`config.mk`:
```
export PLATFORM = sky130hd
export DESIGN_NAME = smoothed_load_meter_drive_unit_flat
export DESIGN_NICKNAME = d
export VERILOG_FILES = /design/src/design/slmd_pkg.sv /design/src/design/slmd_if.sv /design/src/design/smoothed_load_meter_drive_unit.sv /design/src/flat_wrapper.sv
export SDC_FILE = /design/constraint.sdc
export NUM_CORES = 1
export LEC_CHECK = 0
export BUFFER_PORTS_ARGS = -buffer_cell sky130_fd_sc_hd__buf_2
export CORE_ASPECT_RATIO = 0.6
export CORE_MARGIN = 5
export CORE_UTILIZATION = 27
export CTS_CLUSTER_SIZE = 40
export DETAILED_ROUTE_END_ITERATION = 6
export SYNTH_ARGS = -nofsm -noshare
export SYNTH_HDL_FRONTEND = slang
export SYNTH_SLANG_ARGS = --single-unit
```
`constraint.sdc`:
```
create_clock -name clk_i -period 5.3 [get_ports clk_i]
set_input_delay 0.795 -clock clk_i [delete_from_list [all_inputs] [get_ports clk_i]]
set_output_delay 0.795 -clock clk_i [all_outputs]
set_load 0.1 [all_outputs]
```
`src/design/slmd_pkg.sv`:
```
`timescale 1ns / 1ps
`default_nettype none

package slmd_pkg;

  localparam int unsigned DataW    = 8;
  localparam int unsigned FracBits = 8;
  localparam int unsigned LevelW   = 16 + FracBits;
  localparam int unsigned CfgIdxW  = 3;

  // Divider: one quotient bit per step over the full level width
  localparam int unsigned DivSteps = LevelW;
  localparam int unsigned StepCntW = $clog2(DivSteps);
  localparam int unsigned DsrW     = 9;

  // Register indexes
  localparam logic [CfgIdxW-1:0] RegSmoothDiv = 3'd0;
  localparam logic [CfgIdxW-1:0] RegTimeout   = 3'd1;
  localparam logic [CfgIdxW-1:0] RegLoadCmd   = 3'd2;
  localparam logic [CfgIdxW-1:0] RegHighThr   = 3'd3;
  localparam logic [CfgIdxW-1:0] RegMidThr    = 3'd4;

  // Register reset values
  localparam logic [DataW-1:0] RstSmoothDiv = 8'd8;
  localparam logic [DataW-1:0] RstTimeout   = 8'd20;
  localparam logic [DataW-1:0] RstLoadCmd   = 8'd1;
  localparam logic [DataW-1:0] RstHighThr   = 8'd153;
  localparam logic [DataW-1:0] RstMidThr    = 8'd50;

  typedef struct packed {
    logic             has_message;
    logic [DataW-1:0] command_byte;
    logic [DataW-1:0] value_byte;
  } in_item_t;

  typedef struct packed {
    logic [DataW-1:0] pwm_duty;
    logic             red_led;
    logic             green_led;
    logic             timed_out;
  } out_item_t;

  typedef struct packed {
    logic [CfgIdxW-1:0] reg_index;
    logic [DataW-1:0]   wr_data;
  } cfg_wr_t;

endpackage

`default_nettype wire

```
`src/design/slmd_if.sv`:
```
`timescale 1ns / 1ps
`default_nettype none

interface slmd_in_if;
  logic               valid;
  logic               ready;
  slmd_pkg::in_item_t data;
  modport source (output valid, output data, input ready);
  modport sink (input valid, input data, output ready);
endinterface

interface slmd_out_if;
  logic                valid;
  logic                ready;
  slmd_pkg::out_item_t data;
  modport source (output valid, output data, input ready);
  modport sink (input valid, input data, output ready);
endinterface

interface slmd_cfg_if;
  logic              valid;
  logic              ready;
  slmd_pkg::cfg_wr_t data;
  modport source (output valid, output data, input ready);
  modport sink (input valid, input data, output ready);
endinterface

`default_nettype wire

```
`src/design/smoothed_load_meter_drive_unit.sv`:
```
`timescale 1ns / 1ps
`default_nettype none
// A tick taken while idle runs the 24-step restoring divider, which forms gap /
// divisor one quotient bit a cycle; then the finish state forms the duty (level
// integer part / 257 by compare and subtract) and the LEDs, waits while a result
// is still held, and hands off to the output register; no new tick is taken until then.
// Reset (rst_ni low, async): registers to their defaults, level and target to 0,
// tick count to the default timeout, so the meter starts blanked.

module smoothed_load_meter_drive_unit (
  input  wire              clk_i,
  input  wire              rst_ni,
  slmd_cfg_if.sink         cfg_i,
  slmd_in_if.sink          in_i,
  slmd_out_if.source       out_o
);

  // Sequencer codes
  localparam logic [1:0] StIdle = 2'd0;
  localparam logic [1:0] StGap  = 2'd1;  // divide gap by smoothing divisor
  localparam logic [1:0] StFin  = 2'd2;  // duty and LEDs, hand off to output reg

  localparam int unsigned DW = slmd_pkg::DataW;
  localparam int unsigned LW = slmd_pkg::LevelW;
  localparam int unsigned IW = LW - slmd_pkg::FracBits;
  localparam int unsigned SW = slmd_pkg::StepCntW;
  localparam int unsigned QW = slmd_pkg::DsrW;
  localparam logic [SW-1:0] LastStep = SW'(slmd_pkg::DivSteps - 1);

  logic [1:0] state_q, state_d;
  logic [SW-1:0] step_q, step_d;

  // Config registers
  logic [DW-1:0] smooth_div_q, smooth_div_d;
  logic [DW-1:0] timeout_q, timeout_d;
  logic [DW-1:0] load_cmd_q, load_cmd_d;
  logic [DW-1:0] high_thr_q, high_thr_d;
  logic [DW-1:0] mid_thr_q, mid_thr_d;

  // Meter state
  logic [DW-1:0] target_q, target_d;
  logic [LW-1:0] level_q, level_d;
  logic [DW-1:0] tick_q, tick_d;

  // Per-tick working regs
  logic up_q, up_d;        // level moves upward
  logic blank_q, blank_d;  // this tick is timed out

  // Gap divider: remainder, dividend/quotient shift reg, divisor
  logic [QW-1:0] rem_q, rem_d;
  logic [LW-1:0] dvq_q, dvq_d;
  logic [QW-1:0] dsr_q, dsr_d;

  // Output register
  logic                out_valid_q, out_valid_d;
  slmd_pkg::out_item_t out_q, out_d;

  // Handshake
  logic in_xfer, cfg_xfer, out_free;

  // Accept-time terms
  logic          hit;
  logic [DW-1:0] tgt_new, tick_base;
  logic [DW:0]   tick_next;
  logic          blank_new;
  logic [LW-1:0] goal;
  logic          up_new;

  // Divider step
  logic [QW:0]   rem_sh;
  logic          fits;
  logic [QW:0]   rem_sub;
  logic [QW-1:0] rem_step;
  logic [LW-1:0] dvq_step;
  logic [LW-1:0] level_upd;

  // Duty from the level integer part
  logic [IW-1:0] whole;
  logic [DW-1:0] whole_hi;
  logic [DW-1:0] duty;

  assign cfg_i.ready = 1'b1;
  assign in_i.ready  = (state_q == StIdle);
  assign out_o.valid = out_valid_q;
  assign out_o.data  = out_q;

  assign cfg_xfer = cfg_i.valid & cfg_i.ready;
  assign in_xfer  = in_i.valid & in_i.ready;
  assign out_free = ~out_valid_q | out_o.ready;

  // Load message handling, then count update and timeout test
  assign hit       = in_i.data.has_message & (in_i.data.command_byte == load_cmd_q);
  assign tgt_new   = hit ? in_i.data.value_byte : target_q;
  assign tick_base = hit ? '0 : tick_q;
  assign tick_next = {1'b0, tick_base} + (DW+1)'(1);
  assign blank_new = tick_next >= {1'b0, timeout_q};

  // Target times 257 is the byte repeated; then shifted into fraction units
  assign goal   = LW'({tgt_new, tgt_new}) << slmd_pkg::FracBits;
  assign up_new = level_q < goal;

  // Restoring division step, one quotient bit
  assign rem_sh   = {rem_q, dvq_q[LW-1]};
  assign fits     = rem_sh >= {1'b0, dsr_q};
  assign rem_sub  = rem_sh - {1'b0, dsr_q};
  assign rem_step = fits ? rem_sub[QW-1:0] : rem_sh[QW-1:0];
  assign dvq_step = {dvq_q[LW-2:0], fits};

  // Level after the gap division finishes (quotient is dvq_step)
  assign level_upd = up_q ? (level_q + dvq_step) : (level_q - dvq_step);

  // whole / 257 is the high byte or one less: high byte times 257 is that
  // byte repeated, so one compare picks the quotient
  assign whole    = level_q[LW-1:slmd_pkg::FracBits];
  assign whole_hi = whole[IW-1:DW];
  assign duty     = ({whole_hi, whole_hi} > whole) ? (whole_hi - DW'(1)) : whole_hi;

  always_comb begin
    state_d      = state_q;
    step_d       = step_q;
    smooth_div_d = smooth_div_q;
    timeout_d    = timeout_q;
    load_cmd_d   = load_cmd_q;
    high_thr_d   = high_thr_q;
    mid_thr_d    = mid_thr_q;
    target_d     = target_q;
    level_d      = level_q;
    tick_d       = tick_q;
    up_d         = up_q;
    blank_d      = blank_q;
    rem_d        = rem_q;
    dvq_d        = dvq_q;
    dsr_d        = dsr_q;
    out_valid_d  = out_valid_q;
    out_d        = out_q;

    if (cfg_xfer) begin
      case (cfg_i.data.reg_index)
        slmd_pkg::RegSmoothDiv: smooth_div_d = cfg_i.data.wr_data;
        slmd_pkg::RegTimeout:   timeout_d    = cfg_i.data.wr_data;
        slmd_pkg::RegLoadCmd:   load_cmd_d   = cfg_i.data.wr_data;
        slmd_pkg::RegHighThr:   high_thr_d   = cfg_i.data.wr_data;
        slmd_pkg::RegMidThr:    mid_thr_d    = cfg_i.data.wr_data;
        default: ;
      endcase
    end

    if (out_valid_q && out_o.ready) begin
      out_valid_d = 1'b0;
    end

    case (state_q)
      StIdle: begin
        if (in_xfer) begin
          target_d = tgt_new;
          tick_d   = blank_new ? timeout_q : tick_next[DW-1:0];
          blank_d  = blank_new;
          up_d     = up_new;
          dvq_d    = up_new ? (goal - level_q) : (level_q - goal);
          rem_d    = '0;
          // divisor of zero acts as one
          dsr_d    = (smooth_div_q == '0) ? QW'(1) : QW'(smooth_div_q);
          step_d   = '0;
          state_d  = StGap;
        end
      end
      StGap: begin
        rem_d  = rem_step;
        dvq_d  = dvq_step;
        step_d = step_q + SW'(1);
        if (step_q == LastStep) begin
          level_d = level_upd;
          state_d = StFin;
        end
      end
      StFin: begin
        if (out_free) begin
          out_valid_d = 1'b1;
          if (blank_q) begin
            out_d.pwm_duty  = '0;
            out_d.red_led   = 1'b0;
            out_d.green_led = 1'b0;
            out_d.timed_out = 1'b1;
          end else begin
            // high band first, even if thresholds are out of order
            out_d.pwm_duty  = duty;
            out_d.timed_out = 1'b0;
            if (duty > high_thr_q) begin
              out_d.red_led   = 1'b1;
              out_d.green_led = 1'b1;
            end else if (duty > mid_thr_q) begin
              out_d.red_led   = 1'b1;
              out_d.green_led = 1'b0;
            end else begin
              out_d.red_led   = 1'b0;
              out_d.green_led = 1'b1;
            end
          end
          state_d = StIdle;
        end
      end
      default: state_d = StIdle;
    endcase
  end

  // Control and meter state
  always_ff @(posedge clk_i or negedge rst_ni) begin
    if (!rst_ni) begin
      state_q      <= StIdle;
      step_q       <= '0;
      smooth_div_q <= slmd_pkg::RstSmoothDiv;
      timeout_q    <= slmd_pkg::RstTimeout;
      load_cmd_q   <= slmd_pkg::RstLoadCmd;
      high_thr_q   <= slmd_pkg::RstHighThr;
      mid_thr_q    <= slmd_pkg::RstMidThr;
      target_q     <= '0;
      level_q      <= '0;
      tick_q       <= slmd_pkg::RstTimeout;
      out_valid_q  <= 1'b0;
    end else begin
      state_q      <= state_d;
      step_q       <= step_d;
      smooth_div_q <= smooth_div_d;
      timeout_q    <= timeout_d;
      load_cmd_q   <= load_cmd_d;
      high_thr_q   <= high_thr_d;
      mid_thr_q    <= mid_thr_d;
      target_q     <= target_d;
      level_q      <= level_d;
      tick_q       <= tick_d;
      out_valid_q  <= out_valid_d;
    end
  end

  // Datapath, no reset
  always_ff @(posedge clk_i) begin
    up_q    <= up_d;
    blank_q <= blank_d;
    rem_q   <= rem_d;
    dvq_q   <= dvq_d;
    dsr_q   <= dsr_d;
    out_q   <= out_d;
  end

endmodule

`default_nettype wire

```
`src/flat_wrapper.sv`:
```
// flat-port wrapper written by rule: the top's interface ports become plain ports
module smoothed_load_meter_drive_unit_flat 
  (clk_i, rst_ni, cfg_i_valid, cfg_i_data, cfg_i_ready, in_i_valid, in_i_data, in_i_ready, out_o_valid, out_o_data, out_o_ready);
  slmd_cfg_if cfg_i_i ();
  slmd_in_if in_i_i ();
  slmd_out_if out_o_i ();
  input  wire clk_i;
  input  wire rst_ni;
  input wire logic [$bits(cfg_i_i.valid)-1:0] cfg_i_valid;
  input wire logic [$bits(cfg_i_i.data)-1:0] cfg_i_data;
  output wire logic [$bits(cfg_i_i.ready)-1:0] cfg_i_ready;
  input wire logic [$bits(in_i_i.valid)-1:0] in_i_valid;
  input wire logic [$bits(in_i_i.data)-1:0] in_i_data;
  output wire logic [$bits(in_i_i.ready)-1:0] in_i_ready;
  output wire logic [$bits(out_o_i.valid)-1:0] out_o_valid;
  output wire logic [$bits(out_o_i.data)-1:0] out_o_data;
  input wire logic [$bits(out_o_i.ready)-1:0] out_o_ready;
  assign cfg_i_i.valid = cfg_i_valid;
  assign cfg_i_i.data = cfg_i_data;
  assign cfg_i_ready = cfg_i_i.ready;
  assign in_i_i.valid = in_i_valid;
  assign in_i_i.data = in_i_data;
  assign in_i_ready = in_i_i.ready;
  assign out_o_valid = out_o_i.valid;
  assign out_o_data = out_o_i.data;
  assign out_o_i.ready = out_o_ready;
  smoothed_load_meter_drive_unit u_core (.clk_i(clk_i), .rst_ni(rst_ni), .cfg_i(cfg_i_i), .in_i(in_i_i), .out_o(out_o_i));
endmodule
```
* After elaboration in Yosys (flattened, before gate mapping)
Cells that the tools add are included.
Word-level totals: register bits 143, input port bits 33, output and inout port bits 14, logic and storage cells 88
Cells by class: add/sub/neg operators 8, $lt $le $gt $ge 6, equal/unequal tests 11, multiplexer cells 23, bitwise gates (word level) 4, reductions and logical operators 15
Operators by type and width (number):
- 24-bit two-way mux | 3
- 24-bit subtractor | 3
- 24-bit one-hot mux with 2 select lines | 1
- 8-bit two-way mux | 4
- 24-bit adder | 1
- 24-bit < comparator | 1
- 9-bit two-way mux | 2
- 9-bit one-hot mux with 2 select lines | 1
- 2-bit AND reduction | 9
- 16-bit > comparator | 1
- 8-bit > comparator | 2
- 10-bit by 9-bit >= comparator with 1-bit output | 1
- 2-bit two-way mux | 5
- 5-bit one-hot mux with 2 select lines | 1
- 8-bit by 1-bit adder with 9-bit output, second input constant | 1
- 9-bit by 8-bit >= comparator with 1-bit output | 1
- 9-bit subtractor | 1
- 8-bit == test | 1
- 8-bit logical NOT | 1
- 8-bit by 1-bit subtractor with 8-bit output, second input constant | 1
- 3-bit by 2-bit == test with 1-bit output, second input constant | 2
- 2-bit one-hot mux with 3 select lines | 1
- 5-bit by 1-bit adder with 5-bit output, second input constant | 1
- 5-bit == test, second input constant | 1
- 16 further kinds | 21

* Longest topological paths before layout
Gate-level depths: netlist of run 1.
depth in word-level cells 7, depth in mapped cells 22, depth with buffers taken out 21

* Worst setup path after synthesis of run 1
OpenSTA, ideal clock, no wires.
path type input to register, from in in_i_data[14], to reg u_core.dvq_q[20] (data pin), setup time 0.259 ns, arrival time 4.455 ns, setup slack 0.586 ns, cell stages on the path 15, cell sequence xnor2_1 > nand3_1 > nor3_2 > clkbuf_1 > mux2i_1 > ha_1 > buf_2 > a21oi_1 > o21ai_0 > and2_1 > o211ai_4 > nand2_1 > a211oi_2 > mux2_1 > a211o_1
On the way: longest elaborated chain between the ends 7, elaborated cells between the ends (all ways) 9
RTL lines:
- start, declared | RTL line flat_wrapper.sv:13 | input wire logic [$bits(in_i_i.data)-1:0] in_i_data;
- 8-bit == test (*) | RTL line smoothed_load_meter_drive_unit.sv:92 | assign hit = in_i.data.has_message & (in_i.data.command_byte == load_cmd_q);
- 1-bit AND (*) | RTL line smoothed_load_meter_drive_unit.sv:92
- 8-bit two-way mux (*) | RTL line smoothed_load_meter_drive_unit.sv:93 | assign tgt_new = hit ? in_i.data.value_byte : target_q;
- 24-bit subtractor or 24-bit < comparator (tied branches) | RTL line smoothed_load_meter_drive_unit.sv:159, smoothed_load_meter_drive_unit.sv:100
- 24-bit two-way mux (*) | RTL line smoothed_load_meter_drive_unit.sv:159 | dvq_d = up_new ? (goal - level_q) : (level_q - goal);
- 24-bit two-way mux (*) | RTL line smoothed_load_meter_drive_unit.sv:154 | if (in_xfer) begin
- 24-bit one-hot mux with 2 select lines (*) | RTL line smoothed_load_meter_drive_unit.sv:152 | case (state_q)
- via u_core.dvq_d[20] | RTL line smoothed_load_meter_drive_unit.sv:51 | logic [LW-1:0] dvq_q, dvq_d;
- end signal, assigned | RTL line smoothed_load_meter_drive_unit.sv:240 | dvq_q <= dvq_d;
- end, declared | RTL line smoothed_load_meter_drive_unit.sv:51
The timed path passes the listed nets; every way through them passes the cells marked *. The select of a mux whose other input is x is not followed. A chain may end at the register's enable or synchronous reset.

* Worst setup path after layout of run 1
from reg u_core.dsr_q[0], to reg u_core.level_q[22]
On the way: longest elaborated chain between the ends 3, elaborated cells between the ends (all ways) 4
RTL lines:
- start, declared | RTL line smoothed_load_meter_drive_unit.sv:52 | logic [QW-1:0] dsr_q, dsr_d;
- start signal, assigned | RTL line smoothed_load_meter_drive_unit.sv:241 | dsr_q <= dsr_d;
- 10-bit by 9-bit >= comparator with 1-bit output (*) | RTL line smoothed_load_meter_drive_unit.sv:104 | assign fits = rem_sh >= {1'b0, dsr_q};
- 24-bit subtractor or 24-bit adder (tied branches) | RTL line smoothed_load_meter_drive_unit.sv:110 | assign level_upd = up_q ? (level_q + dvq_step) : (level_q - dvq_step);
- 24-bit two-way mux (*) | RTL line smoothed_load_meter_drive_unit.sv:110
- end signal, assigned | RTL line smoothed_load_meter_drive_unit.sv:229 | level_q <= level_d;
- end, declared | RTL line smoothed_load_meter_drive_unit.sv:42 | logic [LW-1:0] level_q, level_d;
Mark *: on every way between the ends. The rest lies on a longest branch, timed or not.

==> flow_summary.toml, run 1 <==
[finish]
num_antenna_cells = 0
mostFrequentLayoutCell = "nand2_1"
layout_common_cells = "nand2_1 (115), o21ai_0 (104), ha_1 (99)"
syn_to_final_growth_pct = 15.1
num-fill-cells = 3950
multiInputGateArea_um2 = 6180
final_util = 0.317
regArea_um2 = 3840
finalNonFillerCells = 1736
nNetsFinal = 1345
drive_gt1_frac = 0.146

[setup_path]
path_delay_family = "compound AO/OA/AOI/OAI gates"
startpoint_type = "flip-flop"
path_buf_inv = 2
end_kind = "flip-flop"
arrival_ns = 5.34
max_stage_delay_ns = 0.50
crit_chain = "ha_1 > fa_1 > nor2b_1 > o21ai_1 > a31o_2 > and2_1 > ha_1 > nor2b_2 > buf_4 > a31oi_1 > xor2_1 > ha_1 > nand2_1 > or4_1 > o211ai_1 > o41ai_2 > buf_4 > o211ai_1 > o21ai_0 > xor2_1 > o21ai_0"
crit_fanout = 6
crit_top_cell = "ha_1"
required_ns = 5.67
worst_path_max_delay_cell = "or4_1"
worstSetupPathType = "reg2reg"

[power]
power_frac_seq = 0.238
power.switching_mw = 3.96
comb_power_share = 0.612
power_density_nw_per_um2 = 704
p_leak_nw = 5.28
internal_power_mw = 4.53
clockPowerShare = 0.150
vdd_drop_max_mv = 0.317
p_sw_frac = 0.466

[sta]
relSlewSlack = 0.205
fin_crit_sh = 0.938
clock_skew_ns = 0.00605
layout_setup_ws_ns = 0.328
max_freq_mhz = 201
min_period_ns = 4.97
setup_viol = 0
worst-slew-pin-transition_ns = 1.19
hold_ws_ns = 0.351
hold_violations = 0
final_max_slew_viol_count = 0

[placement]
io_buffers = 45
dp_worst_setup_slack_ns = 0.248
gp_congestion = 1.01
dp_cells = 1702
dp.final_hpwl_mm = 24.2

[logic_synthesis]
synth_seq_cells = 142
synth_fp_nets = 1289
ys_seq_area_frac = 0.367
synth.avg_cell_area_um2 = 9.07
syn_inst = 1154
ys_types = 74
ys_async_sr_fraction = 0.620
synth_area_um2 = 10500
synth-edff-count = 54
ys.flop_type = "dfrtp_1"
yosys_warnings = 0

[floorplan]
start_util = 0.276
dieHeight_um = 163
rows = 55
die_area_um2 = 42900
core_area_um2 = 38000
ios = 47
die_w_um = 264

[cts]
cts_root_buf = "clkbuf_16"
clk_pin_slew_ns = 0.06
clk_path_buf_depth = 2
hold_buffers = 0
insertion_delay_ns = 0.45
cts_buffers = 17
cts_max_level = 4
cts_tree = "yes"
cts_sinks = 142

[detailed_routing]
post-route-drc-count = 0
wl_per_cell_um = 18.0
vias = 8854
antenna_left = 0
dr.pass1.iters = 5
drt_iter0_markers = 854
avgViaCountPerCell = 5.10
postRouteWirelength_mm = 31.3

[grt]
grt_usage = 0.146
antenna_found_initial = 1
grt_max_degree = 51
grt_pass1_wl_mm = 49.4
grt_pass1_vias = 8386
grt-ovfl-total = 0

[outcome]
status = "finished clean"

[run]
drv_cap = 0

[worst_hold_path]
min_path_type = "in2async"
==> area by class of cell <==
type                            count  share of cell area
Clock inverter                     13              0.0142
Inverter                           84              0.0262
Sequential cell                   142               0.319
Multi-Input combinational cell    887               0.512
Tap cell                          513              0.0533
Clock buffer                       19              0.0359
Timing Repair Buffer               78              0.0394
==> logic make-up after synthesis <==
kind of cell,Yosys count,share of synthesized area
xor+xnor,86,0.0719
compound gates,321,0.190
buf+inv,125,0.0465
simple gates,334,0.155
mux,43,0.0446
fa+ha+maj,102,0.124
flops,142,0.367
other cells,1,0.000358
==> repair_timing <==
action | 4_1_cts | 5_1_grt
resized for setup | 0 | 8
setup endpoints to repair | 0 | 5
hold endpoints to repair | 0 | 0
setup buffers | 0 | 2
==> power groups by stage <==
stage	Clock [mW]	Combinational (mW)	Sequential [mW]
global route	1.34	5.77	2.06
detailed placement	0	5.02	2.02
global placement	0	4.97	2.02
floorplan	0	3.79	1.87
finish	1.27	5.20	2.02
CTS	1.29	5.07	2.01
==> worst paths after layout <==
path                            slack [ns]  depth (start not counted)               start            endpoint
min in group clk_i                    0.48                          2  u_core.target_q[4]  u_core.target_q[4]
worst max register to register        0.33                         21     u_core.dsr_q[0]  u_core.level_q[22]
worst min register to register        0.48                          2  u_core.target_q[4]  u_core.target_q[4]
max in group asynchronous             3.87                          2              rst_ni    u_core.tick_q[1]
worst min-delay path                  0.35                          1              rst_ni  u_core.level_q[18]
worst max-delay path                  0.33                         21     u_core.dsr_q[0]  u_core.level_q[22]
==> per-stage QoR <==
step / total power [mW] / instance area, um2 / TNS [ns]
finish: 8.49 / 12100 / 0
global placement: 6.99 / 11400 / 0
floorplan: 5.66 / 10500 / 0
global route: 9.17 / 12100 / -0.0525
CTS: 8.37 / 12000 / 0
detailed placement: 7.03 / 11400 / 0
==> Yosys cell counts, drive strengths merged (3+ instances only) <==
master	count	area, um2
nand2	115	432
o21ai	105	526
ha	99	1240
a21oi	86	430
inv	82	308
dfrtp	75	1880
nor2	68	258
edfxtp	54	1620
xnor2	48	420
xor2	38	333
clkbuf	33	124
mux2	29	327
nor3	28	145
a21o	25	188
nand3	25	125
nor2b	23	144
nand4	20	125
a31oi	15	93.8
o21bai	15	113
mux2i	14	140
dfstp	13	342
a211oi	11	87.6
o211ai	10	88.8
o21a	10	75.1
and3	9	56.3
buf	8	47.5
nand2b	8	50.1
o31ai	7	52.6
or4	7	60.1
and2	6	37.5
a31o	5	43.8
nor4	5	43.8
or2	5	31.3
a221oi	4	35.0
and4	4	35.0
or3	4	25.0
a211o	3	26.3
fa	3	60.1
o311ai	3	26.3
==> sequential cells by signal (all words and copies together) (netlist names) <==
name	count
u_core.blank_q	1
u_core.dsr_q	8
u_core.dvq_q	24
u_core.high_thr_q	8
u_core.level_q	24
u_core.load_cmd_q	8
u_core.mid_thr_q	8
u_core.out_o.data	11
u_core.out_o.valid	1
u_core.rem_q	9
u_core.smooth_div_q	8
u_core.state_q	2
u_core.step_q	5
u_core.target_q	8
u_core.tick_q	8
u_core.timeout_q	8
u_core.up_q	1
==> per-layer routing <==
metal	global-route usage	up-vias	wire (um)
li1	-	4254	-
met1	0.227	4238	16000
met2	0.182	332	11400
met3	0.0574	30	3390
met4	0.0369	0	413
met5	0	-	0
Note: power is estimated with default switching activity, not from simulation.
==> run 2, diff against run 1 <==
--- a/config.mk
+++ b/config.mk
@@ -5,10 +5,11 @@
 export SDC_FILE = /design/constraint.sdc
 export NUM_CORES = 1
 export LEC_CHECK = 0
+export ABC_AREA = 1
 export BUFFER_PORTS_ARGS = -buffer_cell sky130_fd_sc_hd__buf_2
 export CORE_ASPECT_RATIO = 0.6
 export CORE_MARGIN = 5
-export CORE_UTILIZATION = 27
+export CORE_UTILIZATION = 30
 export CTS_CLUSTER_SIZE = 40
 export DETAILED_ROUTE_END_ITERATION = 6
 export SYNTH_ARGS = -nofsm -noshare
==> run 2 against run 1 <==
Sequential share of layout area fell by 1.5 points. Synthesized cell count is 39% higher. Count of clock-buffer cells in the layout rose by 4. Highest routed layer unchanged. Synthesized area grew 9.0%. Non-clock buffer count is 26 lower. Wire length is 17% higher. Final area increased by 5.1%.
==> flow_summary.toml, run 2 <==
[outcome]
status = "finished clean"

[logic_synthesis]
synth.avg_cell_area_um2 = 7.14
ys_seq_area_frac = 0.337
ys_types = 54
synth-edff-count = 54
ys.flop_type = "dfrtp_1"
synth_fa_ha_area_frac = 0.114
synthTopCellsByCount = "nand2_1 (410), inv_1 (228), nor2_1 (149)"
yosysMostFrequentCell = "nand2_1"
synthXorXnorAreaFrac = 0.0530
syn_inst = 1599
synth-compound-area-share = 0.146
synth_top_area_frac = 0.164
synth_seq_cells = 142
synth_top_family_by_area = "simple AND/OR/NAND/NOR gates"
synthSimpleGateAreaFrac = 0.254
synth.mux.area_fraction = 0
ys_async_sr_fraction = 0.620
synthTopCellsByArea = "dfrtp_1 (16%), edfxtp_1 (14%), nand2_1 (13%)"
yosys_warnings = 0
synth_fp_nets = 1734
synth_area_um2 = 11400
yosys.area.top_type = "dfrtp_1"

[floorplan]
dieHeight_um = 161
core_area_um2 = 37600
die_w_um = 262
die_area_um2 = 42200
ios = 47
start_util = 0.303
rows = 55

[sta]
final_max_slew_viol_count = 0
totalNegativeSetupSlack_ns = 0
clock_skew_ns = 0.0113
rsz0062_at_grt = "no"
fin_crit_sh = 0.924
worst-slew-pin-transition_ns = 1.10
relSlewSlack = 0.267
hold_violations = 0
setup_viol = 0
max_freq_mhz = 204
min_period_ns = 4.90

[setup_path]
end_kind = "flip-flop"
startpoint_type = "flip-flop"
required_ns = 5.68
arrival_ns = 5.28
crit_fanout = 5
worstSetupPathType = "reg2reg"

[detailed_routing]
post-route-drc-count = 0
wl_per_cell_um = 16.9
antenna_left = 0
drt_iter0_markers = 1334
avgViaCountPerCell = 4.98
vias = 10723
dr.pass1.iters = 7
postRouteWirelength_mm = 36.4

[run]
drv_cap = 0

[placement]
dp.final_hpwl_mm = 28.8
placed_area_um2 = 12100
io_buffers = 45
gp_congestion = 1.02

[finish]
mostFrequentLayoutCell = "nand2_1"
num_antenna_cells = 0
postLayoutCellArea_um2 = 12700
layout_common_cells = "nand2_1 (410), inv_1 (228), nor2_1 (148)"
nNetsFinal = 1761
num-fill-cells = 4015
drive_gt1_frac = 0.0763
syn_to_final_growth_pct = 11.0

[grt]
grt-ovfl-total = 0
grt_pass1_vias = 9517
grt_pass1_wl_mm = 56.5
antenna_found_initial = 0
grt_max_degree = 57
grt_usage = 0.172

[cts]
cts_max_level = 4
clk_pin_slew_ns = 0.06
cts_root_buf = "clkbuf_16"
hold_buffers = 0
insertion_delay_ns = 0.44
clk_path_buf_depth = 2
cts_sinks = 142
cts_buffers = 17
cts_tree = "yes"

[worst_hold_path]
min_path_type = "in2async"
[run 2: cell types whose count changed in the layout (fill, tap and decap cells not counted), sizes merged, moves of 39 or more]
cell	before	now
nor2	68	156
xnor2	48	9
nand2	115	414
o21ai	105	162
nand3	25	84
inv	82	236
[run 2: what timing repair did]
| item | 4_1_cts | 5_1_grt |
|---|---|---|
| setup endpoints to repair | 0 | 1 |
| resized for setup | 0 | 1 |
| buffers inserted | 0 | 0 |
| endpoints found under the hold margin | 0 | 0 |
[run 2: critical path, cell delays in order (launching register included)]
cell	delay, ns
edfxtp_1	0.38
inv_1	0.07
ha_1	0.20
fa_1	0.24
nor2_1	0.07
nor2_2	0.14
nor2_1	0.10
nor2_4	0.16
ha_1	0.19
nand2_1	0.09
nor3_2	0.29
nand3_1	0.15
nor2_1	0.16
nand2_1	0.13
nand2_1	0.11
o21ai_1	0.14
nor2_1	0.15
xor2_1	0.09
ha_1	0.38
nand2_1	0.14
nor2_1	0.24
inv_1	0.09
nor2_1	0.31
nand4_1	0.30
nand3_1	0.19
xor2_1	0.17
nand2_1	0.07
nand2_1	0.07
[run 2: final timing paths]
kind | from | end | slack, ns | depth (start not counted)
max reg2reg | u_core.dvq_q[23] | u_core.level_q[19] | 0.40 | 27
min reg2reg | u_core.target_q[2] | u_core.target_q[2] | 0.48 | 2
max | u_core.dvq_q[23] | u_core.level_q[19] | 0.40 | 27
max in group asynchronous | rst_ni | u_core.timeout_q[2] | 3.80 | 2
min | rst_ni | u_core.step_q[1] | 0.45 | 1
min in group clk_i | u_core.target_q[2] | u_core.target_q[2] | 0.48 | 2
[run 2: cell families (layout without fill, tap and decap cells)]
group	after synthesis	count (layout)
and+or+nand+nor	702	702
AOI/OAI and AO/OA	304	304
buffers and inverters	279	319
DFF	142	142
adders and majority gates	102	102
xor gates and xnor gates	69	69
other	1	1
[run 2: final cells by class]
class                           count  area (um2)  area share
Clock inverter                      9        56.3     0.00444
Sequential cell                   142        3840       0.303
Clock buffer                       23         489      0.0386
Timing Repair Buffer               52         280      0.0221
Inverter                          235         885      0.0698
Tap cell                          513         642      0.0507
Multi-Input combinational cell   1178        6480       0.511
[run 2: metal layers]
| layer | global-route usage | vias up | wire length [um] |
|---|---|---|---|
| met2 | 0.201 | 498 | 12600 |
| met3 | 0.0602 | 31 | 4350 |
| met1 | 0.284 | 4943 | 18800 |
| met4 | 0.0449 | 0 | 649 |
| met5 | 0 | - | 0 |
| li1 | - | 5251 | - |
[run 2: stage by stage]
stage / setup WS, ns / hold slack [ns] / instances / util
after floorplan: 1.52 / 0.424 / 1599 / -
after global placement: 0.556 / 0.466 / 2120 / 0.322
after detailed placement: 0.604 / 0.473 / 2120 / 0.322
after CTS: 0.552 / 0.478 / 2152 / 0.336
after global routing: 0.117 / 0.508 / 2152 / 0.337
final: 0.401 / 0.454 / 2152 / 0.337
Power of run 2 is not shown: default switching activity piles up to over one toggle a cycle in this logic, so the estimate is an artifact.
==> run 3, diff against run 2 <==
--- a/config.mk
+++ b/config.mk
@@ -12,6 +12,7 @@
 export CORE_UTILIZATION = 30
 export CTS_CLUSTER_SIZE = 40
 export DETAILED_ROUTE_END_ITERATION = 6
+export RECOVER_POWER = 25
 export SYNTH_ARGS = -nofsm -noshare
 export SYNTH_HDL_FRONTEND = slang
 export SYNTH_SLANG_ARGS = --single-unit
==> run 3 against run 2 <==
The flow now finishes with violations (capacitance limit, slew limit). Flip-flop and latch count is the same. Wire length is essentially flat. Count of clock-buffer cells in the layout is the same. Sequential share of layout area is essentially flat. First-iteration DRC count is the same. Critical path depth is the same. Register-to-register slack is essentially flat. Maximum frequency is essentially flat. Clock skew shrank 0.00058 ns. Global-route usage is the same. Critical path type unchanged.
==> flow_summary.toml, run 3 (same netlist as run 2, synthesis figures left out) <==
[outcome]
status = "complete, but fails checks"
violations = "capacitance limit, slew limit"

[setup_path]
ff2ff_path_depth = 27
required_ns = 5.68
arrival_ns = 5.28
worstSetupPathType = "reg2reg"
end_kind = "flip-flop"
startpoint_type = "flip-flop"
crit_fanout = 5

[worst_hold_path]
min_path_type = "reg2reg"
whs_path_depth = 2

[sta]
final_max_slew_viol_count = 57
rsz0062_at_grt = "no"
hold_violations = 0
fin_crit_sh = 0.925
worst-slew-pin-transition_ns = 3.59
setup_viol = 0
clock_skew_ns = 0.0107
relSlewSlack = -1.39
min_period_ns = 4.90
totalNegativeSetupSlack_ns = 0
max_freq_mhz = 204

[floorplan]
die_w_um = 262
start_util = 0.303
ios = 47
core_area_um2 = 37600
die_area_um2 = 42200
rows = 55
dieHeight_um = 161

[cts]
cts_tree = "yes"
cts_buffers = 17
clk_path_buf_depth = 2
cts_max_level = 4
cts_sinks = 142
cts_root_buf = "clkbuf_16"
insertion_delay_ns = 0.44
post-cts-setup-buffers = 0
clk_pin_slew_ns = 0.06

[grt]
grt_usage = 0.172
grt_pass1_vias = 9517
grt_max_degree = 57
antenna_found_initial = 0
grt_pass1_wl_mm = 56.5
grt-ovfl-total = 0

[finish]
syn_to_final_growth_pct = 11.0
nNetsFinal = 1761
layout_common_cells = "nand2_1 (410), inv_1 (228), nor2_1 (148)"
drive_gt1_frac = 0.0744
mostFrequentLayoutCell = "nand2_1"
num_antenna_cells = 0
postLayoutCellArea_um2 = 12700

[placement]
gp_congestion = 1.02
dp.final_hpwl_mm = 28.8
io_buffers = 45
placed_area_um2 = 12100

[detailed_routing]
dr.pass1.iters = 7
postRouteWirelength_mm = 36.4
wl_per_cell_um = 16.9
post-route-drc-count = 0
antenna_left = 0
vias = 10716
drt_iter0_markers = 1334
avgViaCountPerCell = 4.98

[run]
drv_cap = 1
[run 3: worst paths after layout]
path,startpoint,endpoint,slack [ns]
max,u_core.dvq_q[23],u_core.level_q[19],0.40
min,u_core.target_q[2],u_core.target_q[2],0.48
max reg2reg,u_core.dvq_q[23],u_core.level_q[19],0.40
min reg2reg,u_core.target_q[2],u_core.target_q[2],0.48
max in group asynchronous,rst_ni,u_core.level_q[23],1.70
min in group asynchronous,rst_ni,u_core.step_q[1],1.57
[run 3: cell type report]
| cell class | instances | area [um2] |
|---|---|---|
| Clock buffer | 23 | 489 |
| Clock inverter | 9 | 56.3 |
| Fill cell | 4016 | 25000 |
| Inverter | 235 | 885 |
| Multi-Input combinational cell | 1178 | 6480 |
| Sequential cell | 142 | 3840 |
| Tap cell | 513 | 642 |
| Timing Repair Buffer | 52 | 275 |
[run 3: worst max-delay path, cell delays in order (launching register included)]
cell	delay [ns]
edfxtp_1	0.38
inv_1	0.07
ha_1	0.20
fa_1	0.24
nor2_1	0.07
nor2_2	0.14
nor2_1	0.10
nor2_4	0.16
ha_1	0.19
nand2_1	0.09
nor3_2	0.29
nand3_1	0.15
nor2_1	0.16
nand2_1	0.13
nand2_1	0.11
o21ai_1	0.14
nor2_1	0.15
xor2_1	0.09
ha_1	0.38
nand2_1	0.14
nor2_1	0.24
inv_1	0.09
nor2_1	0.31
nand4_1	0.30
nand3_1	0.19
xor2_1	0.17
nand2_1	0.07
nand2_1	0.07
[run 3: layer usage]
metal | vias to the layer above | part of all wire | GRT usage
met5 | - | 0 | 0
met4 | 0 | 0.018 | 0.0449
met3 | 31 | 0.12 | 0.0602
met2 | 496 | 0.35 | 0.201
met1 | 4939 | 0.52 | 0.284
li1 | 5250 | - | -
[run 3: stage by stage]
step	setup WS [ns]	instances	utilization	hold slack, ns
global placement	0.556	2120	0.322	0.466
floorplan	1.52	1599	-	0.424
finish	0.400	2152	0.336	0.483
CTS	0.552	2152	0.336	0.478
global route	0.117	2152	0.336	0.512
detailed placement	0.604	2120	0.322	0.473
[run 3: repair_timing]
action / in CTS / in global routing
resized for setup: 0 / 1
endpoints found under the hold margin: 0 / 0
hold buffers: 0 / 0
setup endpoints to repair: 0 / 1
Power of run 3 is left out for the same reason.
